File: src/sv/matrix_multiply_top_macros.svh
// Assertion macros for the matrix multiply block.
`ifndef MATRIX_MULTIPLY_TOP_MACROS_SVH
`define MATRIX_MULTIPLY_TOP_MACROS_SVH
`ifndef ASSERT_OFF
`define MM_ASSERT_NOW(lbl, pre, post, msg) \
	lbl: assert property (@(posedge clk) disable iff (!arst_n) (pre) |-> (post)) else $error(msg);
`define MM_ASSERT_NEXT(lbl, pre, post, msg) \
	lbl: assert property (@(posedge clk) disable iff (!arst_n) (pre) |=> (post)) else $error(msg);
`else
`define MM_ASSERT_NOW(lbl, pre, post, msg)
`define MM_ASSERT_NEXT(lbl, pre, post, msg)
`endif
`endif

File: src/sv/mm_pkg.sv
// Types and constants shared by the matrix multiply modules.
package mm_pkg;
	localparam int SUM_W = 67;
	localparam int DIM_W = 4;
	localparam int IX_W = 3;

	typedef enum logic [1:0] {
		MODE_LOAD_A  = 2'd0,
		MODE_LOAD_B  = 2'd1,
		MODE_COMPUTE = 2'd2,
		MODE_NONE    = 2'd3
	} mm_mode_t;

	localparam logic [1:0] CFG_ROWS_A = 2'd0;
	localparam logic [1:0] CFG_INNER_DIM = 2'd1;
	localparam logic [1:0] CFG_COLS_B = 2'd2;

	typedef struct packed {
		logic            valid;
		logic [IX_W-1:0] r;
		logic [IX_W-1:0] c;
		logic            last;
	} mm_tok_t;

	typedef struct packed {
		logic            a_en;
		logic            b_en;
		logic [IX_W-1:0] row;
		logic [IX_W-1:0] col;
		logic [31:0]     data;
	} mm_wr_t;
endpackage

File: src/sv/mm_cell.sv
// One dot product chain cell: holds column K of A and row K of B; adds a product if K < nk.
module mm_cell #(
	parameter int MAX_DIM = 8,
	parameter int K = 0
) (
	input  logic                          clk,
	input  logic                          arst_n,
	input  logic                          adv,
	input  logic [mm_pkg::DIM_W-1:0]      nk,
	input  mm_pkg::mm_wr_t                wr,
	input  mm_pkg::mm_tok_t               tok_in,
	input  logic signed [mm_pkg::SUM_W-1:0] sum_in,
	output mm_pkg::mm_tok_t               tok_out,
	output logic signed [mm_pkg::SUM_W-1:0] sum_out
);
	import mm_pkg::*;

	localparam int IDX_W = (MAX_DIM > 1) ? $clog2(MAX_DIM) : 1;

	logic [31:0] mem_a [MAX_DIM];
	logic [31:0] mem_b [MAX_DIM];

	mm_tok_t tok_s1, tok_s2, tok_s3;
	logic signed [SUM_W-1:0] sum_s1, sum_s2, sum_s3;
	logic signed [31:0] a_s1, b_s1;
	logic signed [63:0] prod_s2;
	logic active;

	assign active = (DIM_W'(K) < nk);

	always_ff @(posedge clk) begin
		if (wr.a_en && wr.col == IX_W'(K)) begin
			mem_a[wr.row[IDX_W-1:0]] <= wr.data;
		end
		if (wr.b_en && wr.row == IX_W'(K)) begin
			mem_b[wr.col[IDX_W-1:0]] <= wr.data;
		end
	end

	always_ff @(posedge clk or negedge arst_n) begin
		if (!arst_n) begin
			tok_s1 <= '0;
			tok_s2 <= '0;
			tok_s3 <= '0;
		end else if (adv) begin
			tok_s1 <= tok_in;
			tok_s2 <= tok_s1;
			tok_s3 <= tok_s2;
		end
	end

	always_ff @(posedge clk) begin
		if (adv) begin
			a_s1 <= mem_a[tok_in.r[IDX_W-1:0]];
			b_s1 <= mem_b[tok_in.c[IDX_W-1:0]];
			sum_s1 <= sum_in;
			prod_s2 <= a_s1 * b_s1;
			sum_s2 <= sum_s1;
			sum_s3 <= active ? sum_s2 + SUM_W'(prod_s2) : sum_s2;
		end
	end

	assign tok_out = tok_s3;
	assign sum_out = sum_s3;
endmodule

File: config.mk
export PLATFORM = sky130hd
export DESIGN_NAME = mm_cell
export DESIGN_NICKNAME = d
export VERILOG_FILES = /design/src/sv/matrix_multiply_top_macros.svh /design/src/sv/mm_pkg.sv /design/src/sv/mm_cell.sv
export SDC_FILE = /design/constraint.sdc
export NUM_CORES = 2
export LEC_CHECK = 0
export ABC_CLOCK_PERIOD_IN_PS = 13700
export BUFFER_PORTS_ARGS = -buffer_cell sky130_fd_sc_hd__buf_2
export CORE_UTILIZATION = 55
export CTS_BUF_LIST = sky130_fd_sc_hd__clkbuf_8
export CTS_CLUSTER_SIZE = 20
export DETAILED_ROUTE_END_ITERATION = 10
export PLACE_DENSITY_LB_ADDON = 0.25
export SLEW_MARGIN = 0
export SYNTH_ARGS = -nofsm -noshare
export SYNTH_HDL_FRONTEND = slang
export SYNTH_SLANG_ARGS = --single-unit
File: constraint.sdc
create_clock -name clk -period 13.7 [get_ports clk]
set_clock_uncertainty 0.2 [all_clocks]
set_input_delay 0 -clock clk [delete_from_list [all_inputs] [get_ports clk]]
set_output_delay 0 -clock clk [all_outputs]
set_load 0.005 [all_outputs]
---- Word level (Yosys, flattened, before mapping) ----
Memories as Yosys holds them, arrays and structs flattened. A register that Yosys moved wholly into a read port is not among the register bits.
Index checks and enable logic that the tools add are counted.
operators by class
  add/subtract/negate cells ............... 1
  $mul .................................... 1
  $lt $le $gt $ge ......................... 1
  muxes and demuxes ....................... 5
  reductions and logical operators ........ 4
operators by type and width
  cell                                                                 count
  67-bit by 64-bit adder with 67-bit output                            1
  67-bit 2-to-1 mux                                                    1
  32-bit by 32-bit multiplier with 64-bit output                       1
  3-bit zero test                                                      2
  1-bit by 4-bit < comparator with 1-bit output, first input constant  1
  1-bit 2-to-1 mux                                                     4
  1-bit logical AND                                                    2
storage, ports and cells
  register bits ........................... 289
  bits in writable memories ............... 512
  input port bits ......................... 122
  output and inout port bits .............. 75
  logic and storage cells ................. 30
  memories ................................ 2
memory list
  memory  depth  bits a word  read ports  clocked after memory_dff  wr ports  line           source
  mem_a   8      32           1           1                         1         mm_cell.sv:20  logic [31:0] mem_a [MAX_DIM];
  mem_b   8      32           1           1                         1         mm_cell.sv:21  logic [31:0] mem_b [MAX_DIM];

---- Longest topological paths before layout ----
  depth in word-level cells ............... 4
  mapped depth ............................ 29
  mapped depth without buffers ............ 27

---- Least setup slack after synthesis ----
OpenSTA, ideal clock, no wires.
  kind .................................... register to register
  start point ............................. register b_s1[2] (read register of mem_b)
  end point ............................... register prod_s2[61] (data pin)
  arrival time ............................ 7699 ps
  required time ........................... 13237 ps
  slack ................................... 5538 ps
  stages on the path, launching flop included .. 28
  buffers on the path ..................... 2
  cell sequence ........................... edfxtp_1 -> clkbuf_1 -> nand2_1 -> inv_1 -> fa_1 -> fa_1 -> fa_1 -> fa_1 -> inv_1 -> fa_1 -> inv_1 -> fa_1 -> fa_1 -> inv_1 -> fa_1 -> inv_1 -> ha_1 -> clkbuf_1 -> a21o_1 -> a21o_1 -> a21o_1 -> a21o_1 -> a21oi_1 -> nor2b_1 -> a21oi_2 -> nor3_2 -> o41ai_2 -> xnor2_1
on the way
  word-level cells in the longest chain between the ends .. 1
ends and longest elaborated chain
  item                                            line           source
  from (decl)                                     mm_cell.sv:25  logic signed [31:0] a_s1, b_s1;
  32-bit by 32-bit multiplier with 64-bit output  mm_cell.sv:57  prod_s2 <= a_s1 * b_s1;
  to (signal assigned)                            mm_cell.sv:57
  to (decl)                                       mm_cell.sv:26  logic signed [63:0] prod_s2;
No other way between the ends.
A chain may end at the register's enable or synchronous reset.

---- Final worst setup path ----
  start point ............................. register a_s1[31] (read register of mem_a)
  end point ............................... register prod_s2[61] (data pin)
on the way
  word-level cells in the longest chain between the ends .. 1
ends and longest elaborated chain
  item                                            line
  from (decl)                                     mm_cell.sv:25
  32-bit by 32-bit multiplier with 64-bit output  mm_cell.sv:57
No other way between the ends.

==> summary.md <==
| Metric | Value |
|---|---|
| Most used cell, CP | fa_1 |
| CTS Buf Count | 143 |
| Final hold viol count | 0 |
| Via-to-Cell Ratio | 5.586 |
| Buffers on Ports | approximately 200 |
| Hold Crit Class | in -> reg |
| CTS max path bufs | 3 |
| Crit-path slowest cell | fa_1 |
| Detail Route Antenna Nets | 0 |
| H-tree depth | 4 |
| Top cells by area, synth | edfxtp_1, fa_1, inv_1 |
| # fillers | 9894 |
| Initial antenna violation count | 11 |
| Final Max Slew Viols | 0 |
| FF-to-FF End | prod_s2[61] |
| Worst-margin pin slew | 1.211 ns |
| Gr ovfl total | 0 |
| Status | finished clean |
| WL final | ~180 mm |
| CP endpoint | prod_s2[61] |
| Critical Path Start Type | flop |
| Post-synthesis mux area share | 5.560% |
| Area growth, synth to finish | 10.97% |
| WHS Path Cells | 2 |
| Reg2Reg Depth | 28 |
| Minimum clock period | 9.291 ns |
| Synth Area in XOR/XNOR | 1.584% |
| Global-route wire length before repair | 275.0 mm |
| Die W | 360.7 um |
| DR pass1 iterations | 6 |
| Maximum clock frequency | about 0.11 GHz |
| Worst Path Required | 14.11 ns |
| Routed vias | 44161 |
| Largest family of logic cells by synthesized area | adder cells |
| Largest area contributor in the netlist | edfxtp_1 |
| Gr usage total | 27.93% |
| Asr flop ratio synth | 2.775% |
| Max-slew headroom | between 10% and 20% |
| Worst-path clk slew | around 0.060 ns |
| Avg Synthesized Cell Area | 12.32 um2 |
| Crit path largest cell delay | 0.91 ns |
| CTS tree | yes |
| Ys Warns | 0 |
| Worst setup EP type | flop |
| DIE AREA | 130100 um2 |
| Synth Area in Simple Gates | between 10% and 20% |
| Hold path startpoint | adv |
| Unique cell type count in the Yosys netlist | 86 |
| CP arrival | 9.70 ns |
| Post-Synthesis Cells | 5744 |
| CTS Sinks | between 800 and 900 |
| MaxCap Viol Count | 0 |
| Fin nets | 7584 |
| Critical path class | reg -> reg |
| Worst flop-to-flop path startpoint | a_s1[31] |
| Largest net degree at the start of global routing | 90 |
| Most frequent cell after synthesis | fa_1 |
| Post-synth EDFFs | 841 |
| Vias in the first global route | 47529 |
| Drc violations | 0 |
| Clk_lat worst skew | roughly 0.89 ns |
| Core ar. | 127500 um2 |
| Post_cts resized | 0 |
| Worst-path fanout max | 32 |
| # IOs | 197 |
| Synthesized flop and latch total | around 870 |
| R2r setup slk | 4.41 ns |
| DIE HEIGHT | ~360 um |
| Layout cell share with drive strength beyond 1 | 11.82% |
| Final setup TNS | 0 ns |
| Worst hold margin | approximately 0.087 ns |
| Final setup viols | 0 |
| Period utilization | roughly 68% |
| Root buffer cell | clkbuf_8 |
| GPL Wtd Cong | roughly 0.94 |
| Adder-cell area share of the yosys netlist | 35.06% |
| Hpwl dp | 123.8 mm |
| FP Rows | 131 |
| Synthesized net count | 7199 |
| Per-cell routed wire length | 22.37 um |
| Synth top area share | 35.68% |
| RSZ-0062 raised after global routing | false |
| Cell Area, Synth | around 71000 um2 |
| Starting Density | a little under three fifths |
| Setup crit start | a_s1[31] |
| First DRT Iteration DRCs | between 3000 and 4000 |
| Most common library cells after synthesis | fa_1, inv_1, edfxtp_1 |
| Sequential share of the synthesized area | 36.53% |
| Main flop type after synthesis | edfxtp_1 |
| Post-synthesis compound-gate area fraction | approximately 4.2% |
[metrics by stage]
stage | area (um2) | setup slack, ns | utilization (%) | cells
CTS | 78520 | 4.457 | 61.57 | 7899
floorplan | 70770 | 5.538 | - | 5744
detailed placement | 73520 | 4.479 | 57.66 | 7415
finish | 78530 | 4.409 | 61.58 | 7905
global placement | 73520 | 4.582 | 57.66 | 7415
global route | 78530 | 4.011 | 61.58 | 7905
[flip-flops by register name, indices dropped and copies added (netlist names)]
name / flops
mem_a: 256
mem_b: 256
sum_out: 67
sum_s1: 67
sum_s2: 67
prod_s2: 64
a_s1: 32
b_s1: 32
tok_out: 8
tok_s1: 8
tok_s2: 8
[worst max-delay path: cells and delay by family, from the launching register on]
kind,cells,cell delay (ns)
buffers and inverters,8,1.65
flip-flops,1,0.34
adder cells (fa/ha/maj),9,4.86
AND/OR/NAND/NOR,3,0.41
AO/OA/AOI/OAI,7,1.41
XOR/XNOR,1,0.11
[how the worst min path moves through the flow]
stage | to | slack, ns
final | a_s1[13] | 0.09
after global placement | tok_s2[0] | -0.20
after CTS | mem_a[5][13] | 0.002
after floorplan | tok_out[0] | -0.50
after global routing | mem_a[5][13] | 0.06
after detailed placement | tok_s2[0] | -0.19
[cells in the final DEF (no fill, tap or decap), drive strengths merged, types with 42 or more instances in the layout]
master       instances
fa                1083
inv               1069
edfxtp             841
nand2              598
and2               533
buf                289
ha                 250
dlygate4sd3        231
a21oi              169
nor2               161
clkbuf             145
mux4               128
o21ai               94
mux2                89
xnor2               86
a21o                70
xor2                42
[layer usage]
layer | part of all wire (%) | vias up | routed length (um) | global-route usage [%]
met4 | 2.8 | 2 | 4938 | 8.761
met3 | 9.1 | 334 | 16060 | 6.438
met5 | 0.0074 | - | 13 | 0
li1 | - | 19221 | - | -
met2 | 47 | 2019 | 83810 | 44.97
met1 | 41 | 22585 | 71990 | 37.84
[repair_timing]
action	in CTS	in global routing
hold buffers	231	0
endpoints found under the hold margin	1356	0
setup buffers	0	0
[final cells by class]
cell class	instances	area, um2	share of cell area [%]
Inverter	1005	3772	4.804
Tap cell	1662	2079	2.648
Timing Repair Buffer	520	4006	5.102
Sequential cell	865	25850	32.92
Clock inverter	108	686.9	0.8747
Clock buffer	145	1996	2.541
Antenna cell	6	15.01	0.01912
Multi-Input combinational cell	3594	40120	51.09
[cells by family (layout without fill, tap and decap cells)]
logic type | count (synthesis) | count (layout)
compound gates | 463 | 463
flops | 865 | 865
xor+xnor | 128 | 128
other cells | 0 | 6
simple gates | 1448 | 1448
buf+inv | 1285 | 1778
fa+ha+maj | 1333 | 1333
mux | 222 | 222
Power is not shown: default switching activity piles up to over one toggle a cycle in this logic, so the estimate is an artifact.
