### config.mk
export PLATFORM = sky130hd
export DESIGN_NAME = mm_seq
export DESIGN_NICKNAME = d
export VERILOG_FILES = /design/src/sv/matrix_multiply_top_macros.svh /design/src/sv/mm_pkg.sv /design/src/sv/mm_seq.sv
export SDC_FILE = /design/constraint.sdc
export NUM_CORES = 1
export LEC_CHECK = 0
export BUFFER_PORTS_ARGS = -buffer_cell sky130_fd_sc_hd__buf_4
export CAP_MARGIN = 20
export CORE_ASPECT_RATIO = 0.7
export CORE_MARGIN = 5
export CORE_UTILIZATION = 46
export DETAILED_ROUTE_END_ITERATION = 10
export PLACE_DENSITY = 0.85
export SLEW_MARGIN = 25
export SYNTH_ARGS = -nofsm -noshare
export SYNTH_HDL_FRONTEND = slang
export SYNTH_SLANG_ARGS = --single-unit
### constraint.sdc
create_clock -name clk -period 2.1 [get_ports clk]
set_clock_uncertainty 0.2 [all_clocks]
set_input_delay 0.42 -clock clk [delete_from_list [all_inputs] [get_ports clk]]
set_output_delay 0.42 -clock clk [all_outputs]
set_load 0.005 [all_outputs]
### src/sv/matrix_multiply_top_macros.svh
// Assertion macros for the matrix multiply block.
`ifndef MATRIX_MULTIPLY_TOP_MACROS_SVH
`define MATRIX_MULTIPLY_TOP_MACROS_SVH
`ifndef ASSERT_OFF
`define MM_ASSERT_NOW(lbl, pre, post, msg) \
	lbl: assert property (@(posedge clk) disable iff (!arst_n) (pre) |-> (post)) else $error(msg);
`define MM_ASSERT_NEXT(lbl, pre, post, msg) \
	lbl: assert property (@(posedge clk) disable iff (!arst_n) (pre) |=> (post)) else $error(msg);
`else
`define MM_ASSERT_NOW(lbl, pre, post, msg)
`define MM_ASSERT_NEXT(lbl, pre, post, msg)
`endif
`endif

### src/sv/mm_pkg.sv
// Types and constants shared by the matrix multiply modules.
package mm_pkg;
	localparam int SUM_W = 67;
	localparam int DIM_W = 4;
	localparam int IX_W = 3;

	typedef enum logic [1:0] {
		MODE_LOAD_A  = 2'd0,
		MODE_LOAD_B  = 2'd1,
		MODE_COMPUTE = 2'd2,
		MODE_NONE    = 2'd3
	} mm_mode_t;

	localparam logic [1:0] CFG_ROWS_A = 2'd0;
	localparam logic [1:0] CFG_INNER_DIM = 2'd1;
	localparam logic [1:0] CFG_COLS_B = 2'd2;

	typedef struct packed {
		logic            valid;
		logic [IX_W-1:0] r;
		logic [IX_W-1:0] c;
		logic            last;
	} mm_tok_t;

	typedef struct packed {
		logic            a_en;
		logic            b_en;
		logic [IX_W-1:0] row;
		logic [IX_W-1:0] col;
		logic [31:0]     data;
	} mm_wr_t;
endpackage

### src/sv/mm_seq.sv
// Sequencer that walks the product elements in row-major order and feeds the cell chain.
module mm_seq #(
	parameter int MAX_DIM = 8
) (
	input  logic                     clk,
	input  logic                     arst_n,
	input  logic                     start,
	input  logic                     adv,
	input  logic [mm_pkg::DIM_W-1:0] rows_a,
	input  logic [mm_pkg::DIM_W-1:0] inner_dim,
	input  logic [mm_pkg::DIM_W-1:0] cols_b,
	output logic [mm_pkg::DIM_W-1:0] nk,
	output mm_pkg::mm_tok_t          tok,
	output logic                     issuing
);
	import mm_pkg::*;

	localparam logic [DIM_W-1:0] DIM_MAX = DIM_W'(MAX_DIM);

	logic issuing_q;
	logic [IX_W-1:0] r_q, c_q;
	logic [DIM_W-1:0] nr_q, nk_q, nc_q;
	logic r_end, c_end;

	function automatic logic [DIM_W-1:0] clamp(input logic [DIM_W-1:0] v);
		logic [DIM_W-1:0] res;
		res = v;
		if (v == '0) res = DIM_W'(1);
		if (v > DIM_MAX) res = DIM_MAX;
		return res;
	endfunction

	assign r_end = ({1'b0, r_q} + DIM_W'(1)) == nr_q;
	assign c_end = ({1'b0, c_q} + DIM_W'(1)) == nc_q;

	always_ff @(posedge clk or negedge arst_n) begin
		if (!arst_n) begin
			issuing_q <= 1'b0;
			r_q <= '0;
			c_q <= '0;
			nr_q <= DIM_MAX;
			nk_q <= DIM_MAX;
			nc_q <= DIM_MAX;
		end else if (start) begin
			issuing_q <= 1'b1;
			r_q <= '0;
			c_q <= '0;
			nr_q <= clamp(rows_a);
			nk_q <= clamp(inner_dim);
			nc_q <= clamp(cols_b);
		end else if (adv && issuing_q) begin
			if (c_end) begin
				c_q <= '0;
				r_q <= r_q + IX_W'(1);
				if (r_end) begin
					issuing_q <= 1'b0;
				end
			end else begin
				c_q <= c_q + IX_W'(1);
			end
		end
	end

	always_comb begin
		tok.valid = issuing_q;
		tok.r = r_q;
		tok.c = c_q;
		tok.last = r_end && c_end;
	end

	assign nk = nk_q;
	assign issuing = issuing_q;
endmodule

Yosys cells after proc, flatten, opt, wreduce, memory -nomap -nowiden. Cells that the tools add are included.

Add/sub/neg operators: 4. Magnitude comparators: 3. Equality and inequality tests: 2. Muxes and demuxes: 16. Reductions and logical operators: 10.

Operators with widths (number): 2-to-1 mux 4 bit (6); 2-to-1 mux 3 bit (6); > comparator 4 bit (second input constant) (3); zero test 4 bit (3); adder 3 x 1 -> 4 bit (second input constant) (2); equality test 4 bit (2); adder 3 x 1 -> 3 bit (second input constant) (2); nonzero test 2 bit (3); 2-to-1 mux 1 bit (4); AND reduction 3 bit (1); logical AND 1 bit (2); AND reduction 2 bit (1).

Bits in registers: 19. Input bits: 16.

Depth between registers and ports, before layout. Gate-level depths: netlist of the first run.

Depth in word-level cells: 6. Depth in mapped cells: 5.

Worst setup path after synthesis of the first run. Ideal clock, no wire load.

Kind: reg-to-output. Start: register c_q[0]. End: output tok[0] (netlist bit). Arrival: 1833 ps. Setup slack: -353 ps. Stages on the path, launching flop included: 6. Cells stage by stage: dfrtp_1 -> ha_1 -> xor2_1 -> a2111o_1 -> a21oi_1 -> nor4bb_1.

RTL lines: start, declared (RTL line mm_seq.sv:21) `logic [IX_W-1:0] r_q, c_q;`; start signal, assigned (RTL line mm_seq.sv:59) `c_q <= c_q + IX_W'(1);`; end, declared (RTL line mm_seq.sv:13) `output mm_pkg::mm_tok_t tok,`.

==> out/qor.tcl, run 1 <==
set qor(post_route_cells_drive_above_1_share) 0.447
set qor(drv.max_cap_violation_count) 0
set qor(synthesis.instances) 107
set qor(clk_root_buffer_cell) {clkbuf_4}
set qor(regToRegSetupSlack_ns) -0.31
set qor(drtAntennaViolNets) 0
set qor(critical_path.slowest_cell) {dfrtp_2}
set qor(report.power.total_uw) 927
set qor(clkPwrFrac) 0.207
set qor(unrepaired_setup_endpoints_after_global_routing) {yes}
set qor(timing.critical_path.required_ns) 1.48
set qor(commonest_cells_after_routing_fill_and_taps_aside) {43 x buf_4, 15 x dfrtp_1, 13 x nor2_1}
set qor(critPathMaxStageDelay_ns) 0.47
set qor(detail_route.drc_violations) 0
set qor(synth_top_area_share) 0.376
set qor(synth-warning-count) 0
set qor(placeableCoreArea_mm2) 0.00217
set qor(slew_viol_final) 0
set qor(failed_checks) {negative setup slack}
set qor(track_usage) 0.168
set qor(top_level_ports) 29
set qor(wire_per_inst_um) 14.1
set qor(seq_area_frac_synth) 0.451
set qor(switching_power_uw) 283
set qor(synth.area.top_cells) {dfrtp_1 38%, dfstp_2 7.4%, mux2_2 7.4%}
set qor(detailed_route_vias_per_instance) 5.19
set qor(yosys.area.top_type) {dfrtp_1}
set qor(run_status) {finished with violations}
set qor(internal_pwr_total_uw) 643
set qor(achievable-frequency_mhz) 389
set qor(synth_to_layout_area_growth_pct) 43.2
set qor(row_count) 14
set qor(synth-seq-cells) 19
set qor(worstHoldStart) {inner_dim[3]}
set qor(die_area_mm2) 0.00339
set qor(cts_max_level) 1
set qor(timing.hold.ws_ns) 0.103
set qor(clock_tree_from_tritoncts) {done}
set qor(switching_share) 0.306
set qor(final_common_cell) {buf_4}
set qor(yosys.cell_types.count) 31
set qor(layout.filler_cells) 184
set qor(die_x_um) 67.5
set qor(criticalPathCategory) {reg -> out}
set qor(timing_worst_slew_pin_value_ns) 0.365
set qor(final_critical_period_ns) 2.57
set qor(fp.dieH_um) 50.2
set qor(finalHoldViolations) 0
set qor(worst-endpoint-arrival_ns) 1.95
set qor(slew_headroom) 0.756
set qor(hold_path_class) {in -> reg}
set qor(peakVddDrop_mv) 0.451
set qor(gp_routability_congestion) 0.823
set qor(antenna_found_initial) 0
set qor(path_clk_slew_ns) 0.11
set qor(combPwrFrac) 0.326
set qor(share_of_power_burned_in_registers) 0.466
set qor(worst_hold_path.num_cells) 2
set qor(fin_crit_sh) 1.22
set qor(start_point_of_the_critical_path) {c_q[0]}
set qor(placedInstanceArea_mm2) 0.00142
set qor(number_of_buffers_created_by_cts) 3
set qor(grt_pass1_vias) 993
set qor(final_worst_setup_slack_ns) -0.470
set qor(grt_remaining_overflow) 0
set qor(starting_density_of_the_core) 0.490
set qor(nets) 171
set qor(count_of_vias_placed_by_the_detailed_router) 955
set qor(timing.critical_path.fanout_max) 4
set qor(worst-r2r-cell-count) 8
set qor(synthesis.nets) 125
set qor(leakagePower_uw) 0.000700
set qor(mean_instance_size_in_the_synthesized_netlist_um2) 9.94
set qor(regToRegEndpoint) {r_q[0]}
set qor(first_iter_violations) 26
set qor(dp_hpwl_mm) 1.96
set qor(diodes) 0
set qor(timing.critical_path.to_type) {primary output}
set qor(synth_area_mm2) 0.00106
set qor(crit_chain) {ha_4, xor2_1, a2111o_1, a21oi_2, nor4bb_4, buf_4}
set qor(ctsLongestPathBuffers) 2
set qor(whs_endpoint) {nk[1]}
set qor(clk_latency_ns) 0.30
set qor(post-route-cell-area_mm2) 0.00152
set qor(rr_startpoint) {c_q[0]}
set qor(powerDensity_mw_per_mm2) 608
set qor(critPathLaunchType) {register}
set qor(fin_util) 0.701
set qor(drt_pass1_iterations) 4
set qor(finalSetupViolCount) 6
set qor(io_buffers) 28
set qor(grt_start_max_net_pins) 32
set qor(clock-sinks) 19
set qor(drt_wl_total_mm) 2.59
set qor(grt_pass1_wl_mm) 4.29
## critical path, delay by kind of cell (launching register included)
kind | cells | cell delay [ns]
and+or+nand+nor | 1 | 0.21
AOI/OAI and AO/OA | 2 | 0.47
buffers and inverters | 1 | 0.15
DFF | 1 | 0.47
xor gates and xnor gates | 1 | 0.13
adders and majority gates | 1 | 0.23
## cell type report
| class | count | area [µm²] | share of cell area |
|---|---|---|---|
| well taps | 32 | 40.0 | 0.0263 |
| multi-input cells | 76 | 598 | 0.393 |
| repair buffers | 45 | 344 | 0.226 |
| flip-flops and latches | 19 | 480 | 0.316 |
| clock buffers | 3 | 22.5 | 0.0148 |
| clock inverters | 1 | 7.51 | 0.00493 |
| inverters | 8 | 30.0 | 0.0197 |
## state kept, by name, indices dropped and copies added (netlist names)
name     count
c_q          3
issuing      1
nr_q         4
nc_q         4
nk           4
r_q          3
## layer usage
layer / track usage / routed length [µm] / vias up
met5: 0 / 0 / -
met4: 0.0471 / 22 / 0
met3: 0.0603 / 151 / 2
met2: 0.294 / 1330 / 26
met1: 0.191 / 1090 / 466
li1: - / - / 461
## worst max-delay path by stage
stage / to / depth (start not counted) / slack, ns
2_1_floorplan: tok[0] / 5 / -0.08
3_3_place_gp: tok[0] / 6 / -0.10
3_5_place_dp: tok[0] / 6 / -0.16
4_1_cts: tok[0] / 6 / -0.49
5_1_grt: tok[0] / 6 / -0.56
6_report: tok[0] / 6 / -0.47
## power by group through the flow
stage	Sequential [µW]	Clock (µW)	Combinational, µW
5_1_grt	435	220	331
4_1_cts	431	200	282
2_1_floorplan	437	0	136
3_3_place_gp	434	0	257
3_5_place_dp	436	0	268
6_report	432	192	302
## through the flow
stage	setup TNS [ns]	setup WS [ns]	instances
finish	-1.52	-0.470	184
global route	-1.89	-0.560	184
CTS	-0.907	-0.492	182
detailed placement	-0.328	-0.158	175
global placement	-0.174	-0.103	175
floorplan	-0.0839	-0.0789	107
## timing repair
item	in CTS	in global routing
hold endpoints to repair	16	0
setup buffers	2	2
gates cloned	0	0
pin swaps	1	1
resized for setup	4	3
setup endpoints to repair	4	5
hold buffers	1	0
## cells by family (layout without fill, tap and decap cells)
| logic type | Yosys count | count (layout) | share of synthesized area |
|---|---|---|---|
| flops | 19 | 19 | 0.451 |
| fa+ha+maj | 2 | 2 | 0.0235 |
| buf+inv | 12 | 57 | 0.0459 |
| xor+xnor | 6 | 6 | 0.0494 |
| simple gates | 39 | 39 | 0.191 |
| compound gates | 19 | 19 | 0.133 |
| mux | 10 | 10 | 0.107 |
## cells in the mapped netlist, drive strengths merged
master,n
dfrtp,16
a2111o,1
clkbuf,3
nand3,2
nor2b,2
buf,1
xor2,3
nand3b,6
o41ai,1
nor4bb,1
ha,2
a31oi,1
dfstp,3
a21oi,2
or3,1
mux2,8
nor3,2
a211oi,4
nand2b,4
nor4b,1
inv,8
a21boi,1
mux2i,2
nand2,7
nor2,13
o21ai,4
o22ai,4
a21bo,1
xnor2,3
Note: power is estimated with default switching activity, not from simulation.
==> run 2, diff against run 1 <==
--- a/config.mk
+++ b/config.mk
@@ -5,14 +5,16 @@
 export SDC_FILE = /design/constraint.sdc
 export NUM_CORES = 1
 export LEC_CHECK = 0
-export BUFFER_PORTS_ARGS = -buffer_cell sky130_fd_sc_hd__buf_4
+export BUFFER_PORTS_ARGS = -buffer_cell sky130_fd_sc_hd__buf_2
 export CAP_MARGIN = 20
 export CORE_ASPECT_RATIO = 0.7
 export CORE_MARGIN = 5
 export CORE_UTILIZATION = 46
+export CTS_CLUSTER_SIZE = 10
 export DETAILED_ROUTE_END_ITERATION = 10
 export PLACE_DENSITY = 0.85
 export SLEW_MARGIN = 25
 export SYNTH_ARGS = -nofsm -noshare
 export SYNTH_HDL_FRONTEND = slang
 export SYNTH_SLANG_ARGS = --single-unit
+export TNS_END_PERCENT = 30
==> out/qor.tcl, run 2 (synthesis results as in run 1) <==
set qor(die_x_um) 67.5 ;# unchanged
set qor(count_of_vias_placed_by_the_detailed_router) 936 ;# -2.0%
set qor(path_clk_slew_ns) 0.11 ;# about the same
set qor(switching_power_uw) 271 ;# -4.1%
set qor(start_point_of_the_critical_path) {c_q[0]}
set qor(post-route-cell-area_mm2) 0.00140 ;# -7.9%
set qor(achievable-frequency_mhz) 390 ;# +0.18%
set qor(io_buffers) 28 ;# unchanged
set qor(crit_path_end) {tok[0]}
set qor(criticalPathCategory) {reg -> out}
set qor(timing.critical_path.to_type) {primary output}
set qor(leakagePower_uw) 0.000657 ;# -6.2%
set qor(clk_latency_ns) 0.30 ;# about the same
set qor(switching_share) 0.308 ;# +0.00245
set qor(clk_root_buffer_cell) {clkbuf_4}
set qor(grt_start_max_net_pins) 32 ;# unchanged
set qor(first_iter_violations) 48 ;# +85%
set qor(share_of_power_burned_in_registers) 0.487 ;# +0.021
set qor(drv.max_cap_violation_count) 0 ;# unchanged
set qor(final_critical_period_ns) 2.57 ;# -0.00473 ns
set qor(powerDensity_mw_per_mm2) 628 ;# +3.3%
set qor(unrepaired_setup_endpoints_after_global_routing) {yes}
set qor(fp.dieH_um) 50.2 ;# unchanged
set qor(report.power.total_uw) 881 ;# -4.9%
set qor(run_status) {finished with violations}
set qor(detail_route.drc_violations) 0 ;# unchanged
set qor(number_of_buffers_created_by_cts) 3 ;# unchanged
set qor(layout.filler_cells) 202 ;# +9.8%
set qor(diodes) 0 ;# unchanged
set qor(starting_density_of_the_core) 0.490 ;# unchanged
set qor(die_area_mm2) 0.00339 ;# unchanged
set qor(regToRegEndpoint) {r_q[2]}
set qor(detailed_route_vias_per_instance) 5.20 ;# +0.19%
set qor(cts_max_level) 1 ;# unchanged
set qor(antenna_found_initial) 0 ;# unchanged
set qor(drt_pass1_iterations) 4 ;# unchanged
set qor(totalNegativeSetupSlack_ns) -0.515 ;# +1.01 ns
set qor(top_level_ports) 29 ;# unchanged
set qor(nets) 167 ;# -2.3%
set qor(slew_headroom) 0.649 ;# -0.106
set qor(peakVddDrop_mv) 0.314 ;# -30%
set qor(drt_wl_total_mm) 2.61 ;# +0.42%
set qor(clock_tree_from_tritoncts) {done}
set qor(worst-r2r-cell-count) 6 ;# -2
set qor(placeableCoreArea_mm2) 0.00217 ;# unchanged
set qor(track_usage) 0.168 ;# -0.000465
set qor(clkPwrFrac) 0.212 ;# +0.005
set qor(timing_worst_slew_pin_value_ns) 0.526 ;# +0.161 ns
set qor(combPwrFrac) 0.301 ;# -0.025
set qor(clock-sinks) 19 ;# unchanged
set qor(ctsLongestPathBuffers) 2 ;# unchanged
set qor(placedInstanceArea_mm2) 0.00134 ;# -5.5%
set qor(finalHoldViolations) 0 ;# unchanged
set qor(gp_routability_congestion) 0.790 ;# -4.0%
set qor(fin_crit_sh) 1.22 ;# -0.00225
set qor(row_count) 14 ;# unchanged
set qor(slew_viol_final) 0 ;# unchanged
set qor(internal_pwr_total_uw) 610 ;# -5.2%
set qor(dp_cells) 174 ;# -0.57%
set qor(rr_startpoint) {c_q[0]}
set qor(grt_pass1_wl_mm) 4.28 ;# -0.16%
set qor(failed_checks) {negative setup slack}
set qor(regToRegSetupSlack_ns) -0.03 ;# +0.28 ns
set qor(worst-endpoint-arrival_ns) 1.95 ;# about the same
set qor(dp_hpwl_mm) 2.06 ;# +5.3%
set qor(critPathLaunchType) {register}
set qor(hold_path_class) {in -> reg}
set qor(grt_remaining_overflow) 0 ;# unchanged
set qor(final_common_cell) {buf_2}
set qor(fin_cells) 180 ;# -2.2%
set qor(commonest_cells_after_routing_fill_and_taps_aside) {28 x buf_2, 15 x dfrtp_1, 13 x nor2_1}
set qor(grt_pass1_vias) 930 ;# -6.3%
set qor(drtAntennaViolNets) 0 ;# unchanged
set qor(synth_to_layout_area_growth_pct) 31.9
set qor(timing.critical_path.required_ns) 1.48 ;# about the same
set qor(timing.critical_path.fanout_max) 2 ;# -2
set qor(final_worst_setup_slack_ns) -0.466 ;# +0.00472 ns
set qor(finalSetupViolCount) 3 ;# -3
set qor(post_route_cells_drive_above_1_share) 0.419 ;# -0.0284
set qor(wire_per_inst_um) 14.5 ;# +2.7%
==> run 2: power by group through the flow <==
stage               Sequential [µW]  Clock [µW]  Combinational [µW]
floorplan                       437           0                 136
global placement                433           0                 238
detailed placement              436           0                 251
CTS                             429         193                 254
global route                    433         215                 289
finish                          429         187                 265
==> run 2: worst min path at each step <==
stage,end,cells after the start,slack (ns),from
3_5_place_dp,c_q[2],1,0.18,arst_n
3_3_place_gp,nc_q[0],1,0.18,arst_n
4_1_cts,nk[1],2,0.12,inner_dim[3]
6_report,nk[1],2,0.13,inner_dim[3]
5_1_grt,nk[1],2,0.11,inner_dim[3]
2_1_floorplan,c_q[0],0,-0.08,arst_n
==> run 2: metal layers <==
metal  vias to the layer above  GRT usage  part of all wire
li1                        457          -                 -
met4                         0     0.0471            0.0077
met1                       437      0.212              0.44
met5                         -          0                 0
met2                        38      0.258              0.47
met3                         4     0.0737             0.079
==> run 2: final cells by class <==
class / instances / area (µm²) / share of cell area
multi-input cells: 76 / 572 / 0.408
flip-flops and latches: 19 / 480 / 0.343
repair buffers: 41 / 253 / 0.180
well taps: 32 / 40.0 / 0.0285
inverters: 8 / 30.0 / 0.0214
clock buffers: 3 / 22.5 / 0.0161
clock inverters: 1 / 5.00 / 0.00357
==> run 2: stage by stage <==
| step | worst slack [ns] | utilization | hold WS, ns |
|---|---|---|---|
| 5_1_grt | -0.566 | 0.646 | 0.113 |
| 4_1_cts | -0.484 | 0.637 | 0.117 |
| 3_5_place_dp | -0.154 | 0.616 | 0.185 |
| 6_report | -0.466 | 0.646 | 0.129 |
| 3_3_place_gp | -0.0887 | 0.616 | 0.181 |
| 2_1_floorplan | -0.0829 | - | -0.0756 |
==> run 2: worst max-delay path: stages, from the launching register on <==
cell	delay, ns
dfrtp_2	0.46
ha_4	0.23
xor2_1	0.13
a2111o_1	0.32
a21oi_2	0.15
nor4bb_4	0.20
buf_2	0.15
==> run 2: timing repair <==
action                                  in CTS  in global routing
gates cloned                                 0                  0
gates resized for setup                      2                  0
hold buffers                                 1                  0
hold endpoints to repair                    16                  0
pin swaps                                    1                  1
endpoints found under the setup margin       5                  5
setup buffers                                0                  1
==> run 3, diff against run 2 <==
--- a/config.mk
+++ b/config.mk
@@ -9,10 +9,10 @@
 export CAP_MARGIN = 20
 export CORE_ASPECT_RATIO = 0.7
 export CORE_MARGIN = 5
-export CORE_UTILIZATION = 46
+export CORE_UTILIZATION = 50
 export CTS_CLUSTER_SIZE = 10
 export DETAILED_ROUTE_END_ITERATION = 10
-export PLACE_DENSITY = 0.85
+export PLACE_DENSITY = 0.88
 export SLEW_MARGIN = 25
 export SYNTH_ARGS = -nofsm -noshare
 export SYNTH_HDL_FRONTEND = slang
==> constraint.sdc (replaced) <==
create_clock -name clk -period 2.9 [get_ports clk]
set_clock_uncertainty 0.2 [all_clocks]
set_input_delay 0.58 -clock clk [delete_from_list [all_inputs] [get_ports clk]]
set_output_delay 0.58 -clock clk [all_outputs]
set_load 0.005 [all_outputs]
==> out/qor.tcl, run 3 (synthesis results as in run 1) <==
set qor(run_status) {finished clean}
set qor(placedInstanceArea_mm2) 0.00122 ;# -8.7%
set qor(criticalPathCategory) {reg -> out}
set qor(ctsLongestPathBuffers) 2 ;# unchanged
set qor(detailed_route_vias_per_instance) 5.53 ;# +6.4%
set qor(nets) 159 ;# -4.8%
set qor(post_route_cells_drive_above_1_share) 0.379 ;# -0.0403
set qor(diodes) 0 ;# unchanged
set qor(count_of_vias_placed_by_the_detailed_router) 907 ;# -3.1%
set qor(drtAntennaViolNets) 0 ;# unchanged
set qor(share_of_power_burned_in_registers) 0.509 ;# +0.022
set qor(die_x_um) 65.1 ;# -3.5%
set qor(starting_density_of_the_core) 0.510 ;# +0.0206
set qor(worst-endpoint-arrival_ns) 2.07 ;# +0.12 ns
set qor(detail_route.drc_violations) 0 ;# unchanged
set qor(combPwrFrac) 0.263 ;# -0.038
set qor(clkPwrFrac) 0.228 ;# +0.016
set qor(final_critical_period_ns) 2.85
set qor(unrepaired_setup_endpoints_after_global_routing) {yes}
set qor(grt_pass1_wl_mm) 3.88 ;# -9.5%
set qor(drt_pass1_iterations) 4 ;# unchanged
set qor(layout.filler_cells) 170 ;# -16%
set qor(finalHoldViolations) 0 ;# unchanged
set qor(placeableCoreArea_mm2) 0.00208 ;# -4.0%
set qor(wire_per_inst_um) 14.6 ;# +0.61%
set qor(grt_remaining_overflow) 0 ;# unchanged
set qor(final_common_cell) {buf_2}
set qor(grt_pass1_vias) 883 ;# -5.1%
set qor(drt_wl_total_mm) 2.39 ;# -8.3%
set qor(timing.critical_path.required_ns) 2.12 ;# +0.64 ns
set qor(row_count) 14 ;# unchanged
set qor(first_iter_violations) 49 ;# +2.1%
set qor(slew_headroom) 0.666 ;# +0.0163
set qor(peakVddDrop_mv) 0.227 ;# -28%
set qor(fp.dieH_um) 48.6 ;# -3.3%
set qor(slew_viol_final) 0 ;# unchanged
set qor(commonest_cells_after_routing_fill_and_taps_aside) {28 x buf_2, 16 x dfrtp_1, 13 x nor2_1}
set qor(switching_share) 0.314 ;# +0.00644
set qor(worst_hold_path.num_cells) 2 ;# unchanged
set qor(gp_routability_congestion) 0.803 ;# +1.6%
set qor(number_of_buffers_created_by_cts) 3 ;# unchanged
set qor(drv.max_cap_violation_count) 0 ;# unchanged
set qor(post-route-cell-area_mm2) 0.00132 ;# -5.8%
set qor(synth_to_layout_area_growth_pct) 24.2
set qor(clk_root_buffer_cell) {clkbuf_4}
set qor(track_usage) 0.158 ;# -0.00911
set qor(hold_path_class) {in -> reg}
set qor(path_clk_slew_ns) 0.13 ;# +0.02 ns
set qor(powerDensity_mw_per_mm2) 468 ;# -25%
set qor(timing_worst_slew_pin_value_ns) 0.501 ;# -0.0245 ns
set qor(antenna_found_initial) 0 ;# unchanged
set qor(top_level_ports) 29 ;# unchanged
set qor(switching_power_uw) 195 ;# -28%
set qor(cts_max_level) 1 ;# unchanged
set qor(io_buffers) 28 ;# unchanged
set qor(timing.critical_path.fanout_max) 2 ;# unchanged
set qor(leakagePower_uw) 0.000617 ;# -6.0%
set qor(timing.critical_path.to_type) {primary output}
set qor(clock-sinks) 19 ;# unchanged
set qor(achievable-frequency_mhz) 351
set qor(report.power.total_uw) 619 ;# -30%
set qor(clk_latency_ns) 0.31 ;# about the same
set qor(dp_hpwl_mm) 1.72 ;# -16%
set qor(finalSetupViolCount) 0 ;# -3
set qor(critPathLaunchType) {register}
set qor(die_area_mm2) 0.00316 ;# -6.6%
set qor(fin_crit_sh) 0.983
set qor(grt_start_max_net_pins) 32 ;# unchanged
set qor(clock_tree_from_tritoncts) {done}
set qor(internal_pwr_total_uw) 424 ;# -30%
set qor(totalNegativeSetupSlack_ns) 0 ;# +0.515 ns
set qor(worst-r2r-cell-count) 6 ;# unchanged
set qor(timing.hold.ws_ns) 0.268 ;# +0.139 ns
-- run 3: cell types whose count changed in the layout (fill, tap and decap cells not counted) --
cell / before / now
dfrtp_2: 1 / 0
xnor2_2: 0 / 1
xnor2_1: 3 / 2
buf_12: 1 / 0
a211oi_2: 1 / 0
buf_4: 11 / 4
a211oi_1: 2 / 3
dfrtp_1: 15 / 16
-- run 3: what timing repair did --
action                                  in CTS  in global routing
hold endpoints to repair                     8                  0
pin swaps                                    1                  1
endpoints found under the setup margin       1                  1
gates resized for setup                      2                  3
setup buffers                                3                  1
hold buffers                                 1                  0
cloned                                       0                  0
-- run 3: layer usage --
| metal | vias to the layer above | global-route usage | share of wire |
|---|---|---|---|
| met1 | 427 | 0.190 | 0.46 |
| met3 | 4 | 0.0532 | 0.055 |
| met5 | - | 0 | 0 |
| met4 | 0 | 0.0517 | 0.015 |
| li1 | 442 | - | - |
| met2 | 34 | 0.267 | 0.47 |
-- run 3: area by class of cell --
| class | count | area [µm²] | share of cell area |
|---|---|---|---|
| tap | 24 | 30.0 | 0.0227 |
| sequential | 19 | 479 | 0.363 |
| clock buffer | 3 | 22.5 | 0.0170 |
| clock inverter | 1 | 5.00 | 0.00379 |
| multi-input combinational | 76 | 574 | 0.435 |
| inverter | 8 | 30.0 | 0.0227 |
| timing repair buffer | 33 | 180 | 0.136 |
-- run 3: power groups by stage --
stage	combinational [µW]	sequential [µW]	clock, µW
after CTS	154	312	145
after floorplan	90.2	315	0
after global routing	180	318	160
after global placement	133	317	0
final	163	315	141
after detailed placement	140	319	0
-- run 3: final timing paths --
| check | from | to | slack (ns) |
|---|---|---|---|
| worst max-delay path | c_q[0] | tok[0] | 0.05 |
| worst min-delay path | rows_a[3] | nr_q[2] | 0.27 |
| worst max register to register | c_q[0] | r_q[2] | 0.45 |
| worst min register to register | nk[0] | nk[0] | 0.33 |
| max in group asynchronous | arst_n | nr_q[3] | 1.63 |
| min in group asynchronous | arst_n | issuing | 0.51 |
-- run 3: critical path: stages, from the launching register on --
cell      delay, ns
dfrtp_1        0.45
ha_4           0.26
xor2_1         0.15
a2111o_1       0.39
a21oi_2        0.14
nor4bb_4       0.21
buf_2          0.15
-- run 3: metrics by stage --
step | utilization | cells | worst slack [ns]
3_5_place_dp | 0.586 | 156 | 0.125
5_1_grt | 0.634 | 164 | -0.0376
3_3_place_gp | 0.586 | 156 | 0.226
2_1_floorplan | - | 107 | 0.287
6_report | 0.634 | 164 | 0.0494
4_1_cts | 0.620 | 164 | 0.0790
